--- config.mk ---
export PLATFORM = sky130hd
export DESIGN_NAME = pltgot_stub_encoder_unit_flat
export DESIGN_NICKNAME = d
export VERILOG_FILES = /design/src/design/pgs_pkg.sv /design/src/design/pgs_if.sv /design/src/design/pltgot_stub_encoder_unit.sv /design/src/design/pgs_delta.sv /design/src/design/pgs_check.sv /design/src/design/pgs_pack.sv /design/src/flat_wrapper.sv
export SDC_FILE = /design/constraint.sdc
export NUM_CORES = 1
export LEC_CHECK = 0
export BUFFER_PORTS_ARGS = -buffer_cell sky130_fd_sc_hd__buf_2
export CORE_MARGIN = 2
export CORE_UTILIZATION = 45
export DETAILED_ROUTE_END_ITERATION = 6
export HOLD_SLACK_MARGIN = 0.15
export PLACE_DENSITY = 0.65
export SYNTH_ARGS = -nofsm -noshare
export SYNTH_HDL_FRONTEND = slang
export SYNTH_SLANG_ARGS = --single-unit
--- constraint.sdc ---
create_clock -name i_clk -period 24.5 [get_ports i_clk]
set_input_delay 1.225 -clock i_clk [delete_from_list [all_inputs] [get_ports i_clk]]
set_output_delay 1.225 -clock i_clk [all_outputs]
set_load 0.1 [all_outputs]
--- src/design/pgs_pkg.sv ---
// Types and constants shared by the stub encoder pipeline.
package pgs_pkg;

    typedef enum logic [1:0] {
        ARCH_X86  = 2'd0,
        ARCH_A64  = 2'd1,
        ARCH_RV   = 2'd2,
        ARCH_NONE = 2'd3
    } t_arch;

    typedef enum logic [1:0] {
        ST_OK    = 2'd0,
        ST_ARCH  = 2'd1,
        ST_ALIGN = 2'd2,
        ST_RANGE = 2'd3
    } t_status;

    // x86-64 stub
    localparam logic [31:0] X86_ENDBR  = 32'hfa1e0ff3;
    localparam logic [31:0] X86_JMP    = 32'h000025ff;
    localparam logic [31:0] X86_PAD_HI = 32'hcccc0000;
    localparam logic [31:0] X86_PAD    = 32'hcccccccc;
    localparam logic [65:0] X86_NEXT   = 66'd10;

    // AArch64 stub
    localparam logic [31:0] A64_ADRP = 32'h90000010;
    localparam logic [31:0] A64_LDR  = 32'hf9400211;
    localparam logic [31:0] A64_BR   = 32'hd61f0220;
    localparam logic [31:0] A64_NOP  = 32'hd503201f;

    // RISC-V64 stub
    localparam logic [31:0] RV_AUIPC = 32'h00000e17;
    localparam logic [31:0] RV_LD    = 32'h000e3e03;
    localparam logic [31:0] RV_JALR  = 32'h000e0367;
    localparam logic [31:0] RV_NOP   = 32'h00000013;

    // After stage 1: raw deltas and flags
    typedef struct packed {
        t_arch       arch;
        logic [64:0] delta;      // slot - stub, signed
        logic [52:0] pg_diff;    // page(slot) - page(stub), signed
        logic        wrap;       // stub + 10 overflows
        logic        misalign;
        logic [8:0]  off;        // slot[11:3]
    } t_s1;

    // After stage 2: status and instruction fields
    typedef struct packed {
        t_arch       arch;
        t_status     status;
        logic [31:0] disp;
        logic [20:0] pages;
        logic [8:0]  off;
        logic [19:0] hi;
        logic [11:0] lo;
    } t_s2;

endpackage

--- src/design/pgs_if.sv ---
// Request and result channel interfaces of the stub encoder.
interface pgs_req_if;
    logic        valid;
    logic        ready;
    logic [1:0]  arch;
    logic [63:0] stub_address;
    logic [63:0] slot_address;

    modport source (output valid, output arch, output stub_address, output slot_address,
                    input ready);
    modport sink   (input valid, input arch, input stub_address, input slot_address,
                    output ready);
endinterface

interface pgs_rsp_if;
    logic        valid;
    logic        ready;
    logic [1:0]  status;
    logic [31:0] word0;
    logic [31:0] word1;
    logic [31:0] word2;
    logic [31:0] word3;

    modport source (output valid, output status, output word0, output word1,
                    output word2, output word3, input ready);
    modport sink   (input valid, input status, input word0, input word1,
                    input word2, input word3, output ready);
endinterface

--- src/design/pltgot_stub_encoder_unit.sv ---
// Top level of the PLT/GOT jump stub encoder.
// Three register stages lie between request accept and result valid.
// Throughput: one request per cycle; each stage holds its item while the next is full,
// so a stalled output backs the pipeline up without loss.
// Reset: synchronous, active low; clears the stage valid bits only.
module pltgot_stub_encoder_unit (
    input  logic        i_clk,
    input  logic        i_rst_n,
    pgs_req_if.sink     i_req,
    pgs_rsp_if.source   o_rsp
);
    import pgs_pkg::*;

    logic s1_valid;
    logic s1_ready;
    t_s1  s1_data;
    logic s2_valid;
    logic s2_ready;
    t_s2  s2_data;

    pgs_delta u_delta (
        .i_clk   (i_clk),
        .i_rst_n (i_rst_n),
        .i_valid (i_req.valid),
        .o_ready (i_req.ready),
        .i_arch  (i_req.arch),
        .i_stub  (i_req.stub_address),
        .i_slot  (i_req.slot_address),
        .o_valid (s1_valid),
        .i_ready (s1_ready),
        .o_data  (s1_data)
    );

    pgs_check u_check (
        .i_clk   (i_clk),
        .i_rst_n (i_rst_n),
        .i_valid (s1_valid),
        .o_ready (s1_ready),
        .i_data  (s1_data),
        .o_valid (s2_valid),
        .i_ready (s2_ready),
        .o_data  (s2_data)
    );

    pgs_pack u_pack (
        .i_clk   (i_clk),
        .i_rst_n (i_rst_n),
        .i_valid (s2_valid),
        .o_ready (s2_ready),
        .i_data  (s2_data),
        .o_rsp   (o_rsp)
    );

endmodule

--- src/design/pgs_delta.sv ---
// Stage 1: address differences, wrap and alignment flags.
module pgs_delta (
    input  logic          i_clk,
    input  logic          i_rst_n,
    input  logic          i_valid,
    output logic          o_ready,
    input  logic [1:0]    i_arch,
    input  logic [63:0]   i_stub,
    input  logic [63:0]   i_slot,
    output logic          o_valid,
    input  logic          i_ready,
    output pgs_pkg::t_s1  o_data
);
    import pgs_pkg::*;

    logic r_valid;
    t_s1  r_data;
    t_s1  n_data;
    logic en;

    assign en      = !r_valid || i_ready;
    assign o_ready = en;
    assign o_valid = r_valid;
    assign o_data  = r_data;

    always_comb begin
        n_data.arch     = t_arch'(i_arch);
        n_data.delta    = {1'b0, i_slot} - {1'b0, i_stub};
        n_data.pg_diff  = {1'b0, i_slot[63:12]} - {1'b0, i_stub[63:12]};
        n_data.wrap     = (&i_stub[63:4]) && (i_stub[3:0] >= 4'd6);
        n_data.misalign = (|i_stub[1:0]) || (|i_slot[2:0]);
        n_data.off      = i_slot[11:3];
    end

    always_ff @(posedge i_clk) begin
        if (!i_rst_n) begin
            r_valid <= 1'b0;
        end else if (en) begin
            r_valid <= i_valid;
        end
    end

    always_ff @(posedge i_clk) begin
        if (en && i_valid) begin
            r_data <= n_data;
        end
    end

endmodule

--- src/design/pgs_check.sv ---
// Stage 2: range checks, status and immediate fields.
module pgs_check (
    input  logic          i_clk,
    input  logic          i_rst_n,
    input  logic          i_valid,
    output logic          o_ready,
    input  pgs_pkg::t_s1  i_data,
    output logic          o_valid,
    input  logic          i_ready,
    output pgs_pkg::t_s2  o_data
);
    import pgs_pkg::*;

    logic        r_valid;
    t_s2         r_data;
    t_s2         n_data;
    logic        en;
    logic [65:0] dx;
    logic        x_ok;
    logic        a_ok;
    logic        r_ok;

    assign en      = !r_valid || i_ready;
    assign o_ready = en;
    assign o_valid = r_valid;
    assign o_data  = r_data;

    // disp relative to stub + 10
    assign dx   = {i_data.delta[64], i_data.delta} - X86_NEXT;
    assign x_ok = !i_data.wrap && ((&dx[65:31]) || !(|dx[65:31]));
    assign a_ok = (&i_data.pg_diff[52:20]) || !(|i_data.pg_diff[52:20]);
    // upper bound 0x7ffff7ff keeps the rounded hi20 from overflowing
    assign r_ok = ((&i_data.delta[64:31]) || !(|i_data.delta[64:31]))
                  && !(!i_data.delta[64] && (&i_data.delta[30:11]));

    always_comb begin
        n_data.arch  = i_data.arch;
        n_data.disp  = dx[31:0];
        n_data.pages = i_data.pg_diff[20:0];
        n_data.off   = i_data.off;
        n_data.hi    = i_data.delta[31:12] + {19'd0, i_data.delta[11]};
        n_data.lo    = i_data.delta[11:0];
        unique case (i_data.arch)
            ARCH_X86: n_data.status = x_ok ? ST_OK : ST_RANGE;
            ARCH_A64: n_data.status = i_data.misalign ? ST_ALIGN :
                                      (a_ok ? ST_OK : ST_RANGE);
            ARCH_RV:  n_data.status = i_data.misalign ? ST_ALIGN :
                                      (r_ok ? ST_OK : ST_RANGE);
            default:  n_data.status = ST_ARCH;
        endcase
    end

    always_ff @(posedge i_clk) begin
        if (!i_rst_n) begin
            r_valid <= 1'b0;
        end else if (en) begin
            r_valid <= i_valid;
        end
    end

    always_ff @(posedge i_clk) begin
        if (en && i_valid) begin
            r_data <= n_data;
        end
    end

endmodule

--- src/design/pgs_pack.sv ---
// Stage 3: instruction word assembly into the output register.
module pgs_pack (
    input  logic            i_clk,
    input  logic            i_rst_n,
    input  logic            i_valid,
    output logic            o_ready,
    input  pgs_pkg::t_s2    i_data,
    pgs_rsp_if.source       o_rsp
);
    import pgs_pkg::*;

    logic        r_valid;
    logic [1:0]  r_status;
    logic [31:0] r_word0;
    logic [31:0] r_word1;
    logic [31:0] r_word2;
    logic [31:0] r_word3;
    logic [31:0] n_word0;
    logic [31:0] n_word1;
    logic [31:0] n_word2;
    logic [31:0] n_word3;
    logic        en;

    assign en      = !r_valid || o_rsp.ready;
    assign o_ready = en;

    assign o_rsp.valid  = r_valid;
    assign o_rsp.status = r_status;
    assign o_rsp.word0  = r_word0;
    assign o_rsp.word1  = r_word1;
    assign o_rsp.word2  = r_word2;
    assign o_rsp.word3  = r_word3;

    always_comb begin
        n_word0 = '0;
        n_word1 = '0;
        n_word2 = '0;
        n_word3 = '0;
        if (i_data.status == ST_OK) begin
            unique case (i_data.arch)
                ARCH_X86: begin
                    n_word0 = X86_ENDBR;
                    n_word1 = X86_JMP | {i_data.disp[15:0], 16'd0};
                    n_word2 = X86_PAD_HI | {16'd0, i_data.disp[31:16]};
                    n_word3 = X86_PAD;
                end
                ARCH_A64: begin
                    // adrp immlo in 30:29, immhi in 23:5
                    n_word0 = A64_ADRP | {1'b0, i_data.pages[1:0], 5'd0,
                                          i_data.pages[20:2], 5'd0};
                    n_word1 = A64_LDR | {13'd0, i_data.off, 10'd0};
                    n_word2 = A64_BR;
                    n_word3 = A64_NOP;
                end
                ARCH_RV: begin
                    n_word0 = RV_AUIPC | {i_data.hi, 12'd0};
                    n_word1 = RV_LD | {i_data.lo, 20'd0};
                    n_word2 = RV_JALR;
                    n_word3 = RV_NOP;
                end
                default: begin
                    n_word0 = '0;
                end
            endcase
        end
    end

    always_ff @(posedge i_clk) begin
        if (!i_rst_n) begin
            r_valid <= 1'b0;
        end else if (en) begin
            r_valid <= i_valid;
        end
    end

    always_ff @(posedge i_clk) begin
        if (en && i_valid) begin
            r_status <= i_data.status;
            r_word0  <= n_word0;
            r_word1  <= n_word1;
            r_word2  <= n_word2;
            r_word3  <= n_word3;
        end
    end

endmodule

--- src/flat_wrapper.sv ---
// flat-port wrapper written by rule: the top's interface ports become plain ports
module pltgot_stub_encoder_unit_flat import pgs_pkg::*;
  (i_clk, i_rst_n, i_req_valid, i_req_arch, i_req_stub_address, i_req_slot_address, i_req_ready, o_rsp_valid, o_rsp_status, o_rsp_word0, o_rsp_word1, o_rsp_word2, o_rsp_word3, o_rsp_ready);
  pgs_req_if i_req_i ();
  pgs_rsp_if o_rsp_i ();
  input  logic i_clk;
  input  logic i_rst_n;
  input wire logic [$bits(i_req_i.valid)-1:0] i_req_valid;
  input wire logic [$bits(i_req_i.arch)-1:0] i_req_arch;
  input wire logic [$bits(i_req_i.stub_address)-1:0] i_req_stub_address;
  input wire logic [$bits(i_req_i.slot_address)-1:0] i_req_slot_address;
  output wire logic [$bits(i_req_i.ready)-1:0] i_req_ready;
  output wire logic [$bits(o_rsp_i.valid)-1:0] o_rsp_valid;
  output wire logic [$bits(o_rsp_i.status)-1:0] o_rsp_status;
  output wire logic [$bits(o_rsp_i.word0)-1:0] o_rsp_word0;
  output wire logic [$bits(o_rsp_i.word1)-1:0] o_rsp_word1;
  output wire logic [$bits(o_rsp_i.word2)-1:0] o_rsp_word2;
  output wire logic [$bits(o_rsp_i.word3)-1:0] o_rsp_word3;
  input wire logic [$bits(o_rsp_i.ready)-1:0] o_rsp_ready;
  assign i_req_i.valid = i_req_valid;
  assign i_req_i.arch = i_req_arch;
  assign i_req_i.stub_address = i_req_stub_address;
  assign i_req_i.slot_address = i_req_slot_address;
  assign i_req_ready = i_req_i.ready;
  assign o_rsp_valid = o_rsp_i.valid;
  assign o_rsp_status = o_rsp_i.status;
  assign o_rsp_word0 = o_rsp_i.word0;
  assign o_rsp_word1 = o_rsp_i.word1;
  assign o_rsp_word2 = o_rsp_i.word2;
  assign o_rsp_word3 = o_rsp_i.word3;
  assign o_rsp_i.ready = o_rsp_ready;
  pltgot_stub_encoder_unit u_core (.i_clk(i_clk), .i_rst_n(i_rst_n), .i_req(i_req_i), .o_rsp(o_rsp_i));
endmodule
# After elaboration in Yosys (flattened, before gate mapping)
# Index checks and enable logic that the tools add are counted.
op_classes:
  mux: 10
  n_lt_le_gt_ge: 1
  n_eq_ne: 4
  addsub: 4
  n_reduce_logical: 36
op_table:
  columns: ["operator", "count"]
  rows:
  - ["$pmux W32 S3", 4]
  - ["$sub A65 B5 Y66 const B", 1]
  - ["$sub A64 B64 Y65", 1]
  - ["$reduce_and A60 Y1", 1]
  - ["$sub A52 B52 Y53", 1]
  - ["$reduce_and A35 Y1", 1]
  - ["$reduce_or A35 Y1", 1]
  - ["$reduce_and A34 Y1", 1]
  - ["$reduce_or A34 Y1", 1]
  - ["$reduce_and A33 Y1", 1]
  - ["$reduce_or A33 Y1", 1]
  - ["$add A20 B1 Y20", 1]
  - ["$reduce_and A20 Y1", 1]
  - ["$mux W2", 5]
  - ["$logic_not A1 Y1", 9]
  - ["$logic_and A1 B1 Y1", 7]
  - ["$logic_or A1 B1 Y1", 7]
  - ["$logic_not A2 Y1", 3]
  - ["$pmux W2 S3", 1]
  - ["$eq A2 B1 Y1 const B", 2]
  - ["$eq A2 B2 Y1 const B", 2]
  - ["$ge A4 B3 Y1 const B", 1]
  - ["$reduce_or A3 Y1", 1]
  - ["$reduce_or A2 Y1", 1]
totals:
  wordCells: 76
  ff_bits: 362
  inputBits: 134
  out_inout_bits: 132

# Logic depth before layout (Yosys ltp)
logic_depth:
  depth_word: 7
  depth_mapped: 13
  mapped_depth_nobuf: 13

# Hierarchy
# A second synthesis with hierarchy kept.
hier_totals:
  cells_unflattened: 1851
  area_unflattened_um2: 19018.2
by_module_without_submodules:
  columns: ["mod", "seq_area_each_um2", "cells_each", "area_per_inst_um2", "instances"]
  rows:
  - ["pgs_delta", 3953.8, 1056, 9840.7, 1]
  - ["pgs_check", 2932.8, 502, 5537.8, 1]
  - ["pgs_pack", 2242.2, 293, 3639.7, 1]

# Least setup slack after synthesis
# OpenSTA, ideal clock, no wires.
synth_path:
  path_type: "input-to-reg"
  from: "input o_rsp_ready"
  to: "register u_core.u_check.r_data (netlist bit u_core.u_check.o_data[10]) (enable)"
  cell_stages: 2
  arrival_ns: 8.348
  path_slack_ns: 15.451
  n_path_buf: 0
  required_ns: 23.799
  setup_ns: 0.701
  path_cell_list: "nor2b_1 a21boi_0"
synth_via:
  elab_chain_cells: 3
synth_lines:
  columns: ["element", "line", "source"]
  rows:
  - ["start, declared", "flat_wrapper.sv:19", "input wire logic [$bits(o_rsp_i.ready)-1:0] o_rsp_ready;"]
  - ["$logic_or A1 B1 Y1", "pgs_pack.sv:24", "assign en = !r_valid || o_rsp.ready;"]
  - ["$logic_or A1 B1 Y1", "pgs_check.sv:23", "assign en = !r_valid || i_ready;"]
  - ["$logic_and A1 B1 Y1", "pgs_check.sv:62", "if (en && i_valid) begin"]
  - ["end signal, assigned", "pgs_check.sv:63", "r_data <= n_data;"]
  - ["end, declared", "pgs_check.sv:15", "t_s2 r_data;"]
# No other way between the ends.
# A chain may end at the register's enable or synchronous reset.

==> run metrics <==
run status finished clean; placed cell area 0.0197 mm²; Peak VDD IR 0.0000503 V; CTS buffer count 34; final period utilization 17.8%; critical path endpoint category register; Die Ht 206 µm; WP data required 24740 ps; most common cell after layout, fill and taps aside edfxtp_1; Die Span X 206 µm; # IOs 266; drt wl/cell 24.0 µm; hold buffers post-CTS 0; DRC violations left 0; global-route wire length before repair 88.7 mm; Pleak 0.00777 µW; HP Class reg2reg; vias in the first global route 14100; Pre-antenna DRT Iters 5; CP max FO 6; mapped cell area 0.0184 mm²; htree depth 2; drt total wl 61.3 mm; synthesized flop and latch total 305; row cnt 74; post-DR vias/cell 5.83; CTS tree built; port bufs 253; most frequently used flop master after synthesis edfxtp_1; core area 0.0406 mm²; Worst-Skew Late Latency 530 ps; most frequent cells in the layout edfxtp_1 (302), buf_2 (253), a21oi_1 (157); minimum clock period 4360 ps; Seq/Total Area, Yosys 49.6%; Clock Path Buffers 3; max-slew violation count 0; pre-CTS WS 19670 ps; dpl hpwl 50.0 mm; Placer Congestion 0.981; HP Start u_core.u_delta.o_data[20]; clock skew 34.4 ps; # clock sinks 305; RSZ-0062 raised after global routing false; CP arrival 4600 ps; Antenna Nets Post-Route 0; Fmax 229 MHz; Yosys cell types 71; pwr dens 74.4 mW/mm²; CP Launch Point i_req_slot_address[0]; initial antenna violation count 4; largest net degree at the start of global routing 75; area delta synth->final 13.1%; Global Route Usage Sum 28.7%; die footprint 0.0426 mm²; postcts setup bufs 0; Final Hold Viols 0; Final TNS setup 0 ps; Clock transition at path regs 60 ps; max_slew headroom 33.6%; via count 14900; Worst R2R Start u_core.u_delta.o_data[71]; cell area after layout 0.0208 mm²; worst setup path class in2reg; startpoint types input pin; Tightest Pin Transition 989 ps; Setup WS post-layout 20140 ps; nets 2203; initial core utilization 45.3%; Ys Warns 0; FFs w/ async S/R, synth 0%; Iter 0 DRT Violations 1439; GRT Residual Overflow 0; # resized after CTS 0; Post-Syn Instances 1824; # setup viols final 0; EDFF count, synth 302; Avg Cell Area, Syn 10.1 µm²; layout cells sized above 1 16.6%; max-cap violations 0; root buffer cell clkbuf_16
## area by class of cell
type	count	area, µm²
inverters	112	420
clock inverters	18	169
repair buffers	264	1350
fillers	3741	19800
well taps	532	666
diodes	1	2.50
clock buffers	44	920
flip-flops and latches	305	9130
multi-input cells	1276	8170
## stage by stage
step	util [%]	std cells	hold slack [ps]	total power, µW
finish	51.2	2552	412	1550
global route	51.2	2551	425	1610
CTS	51.2	2551	418	1550
detailed placement	48.6	2489	405	1060
global placement	48.6	2489	401	1060
floorplan	-	1835	400	942
## kinds of logic after synthesis
group	count (synthesis)	synth area share [%]
simple gates	570	15.5
compound gates	441	14.8
flops	305	49.6
buf+inv	254	6.47
xor+xnor	175	8.32
fa+ha+maj	76	5.24
mux	2	0.109
other cells	1	0.0204
## layer usage
metal  track usage, %  up-vias  wire (µm)
li1                 -     6961          -
met1             40.5     7128      27500
met2             44.5      681      27100
met3             4.18      109       4230
met4             11.2        0       2440
met5                0        -          0
## path summary, 6_finish.rpt
| check | end | slack (ps) | depth (start not counted) |
|---|---|---|---|
| worst max-delay path | u_core.u_delta.o_data[122] | 20140 | 14 |
| worst min-delay path | u_core.u_check.o_data[50] | 410 | 0 |
| worst max register to register | u_core.u_check.o_data[94] | 20200 | 10 |
| worst min register to register | u_core.u_check.o_data[50] | 410 | 0 |
## report_power, final
part	total (µW)	internal [µW]	switching [µW]	leakage, µW
Clock	492	289	203	0.000528
Combinational	354	104	250	0.00440
Sequential	704	649	54.8	0.00284
## critical path, cell delays in order
cell and delay (ps):
buf_2 80, inv_1 40, ha_1 230, fa_1 400, nand2b_1 150, a21boi_0 210, o21ai_0 160, nor4b_1 170
o21ai_0 510, a211oi_1 340, o21ai_0 530, and2_1 290, a21oi_1 110, xnor2_1 150
## synthesized netlist by cell type, types with 3 or more instances
cell	count	area share, %
edfxtp_1	302	49
a21oi_1	157	4.3
nor2_1	149	3.0
nand2_1	130	2.6
xnor2_1	118	5.6
inv_1	112	2.3
o21ai_0	96	2.6
clkbuf_1	78	1.6
ha_1	74	5.0
nand4_1	65	2.2
xor2_1	57	2.7
buf_4	56	2.3
nor3_1	42	1.1
nand3_1	34	0.92
nor4_1	33	1.1
a21o_1	30	1.2
o21bai_1	29	1.2
and3_1	22	0.75
or3_1	22	0.75
a221oi_1	19	0.90
a31oi_1	18	0.61
nor2b_1	18	0.61
o21a_1	16	0.65
a22oi_1	14	0.57
a21boi_0	11	0.45
and2_1	10	0.34
nand2b_1	9	0.31
or2_2	9	0.31
a211oi_1	7	0.29
o211ai_1	6	0.24
and4_1	5	0.24
o31ai_1	5	0.20
o22ai_1	4	0.14
o41ai_1	4	0.19
or4_1	4	0.16
buf_2	3	0.082
buf_6	3	0.18
dfxtp_1	3	0.33
nor4b_1	3	0.14
## state kept, by name, summed over array words and instances, names as in the netlist
register,cells
u_core.u_pack.o_rsp.word0,28
u_core.u_pack.o_rsp.word2,17
u_core.u_pack.o_rsp.valid,1
u_core.u_pack.o_rsp.word1,27
u_core.u_check.o_data,97
u_core.u_delta.o_valid,1
u_core.u_pack.o_rsp.status,2
u_core.u_delta.o_data,131
u_core.u_check.o_valid,1
No activity file was read; power rests on OpenSTA's default activity.
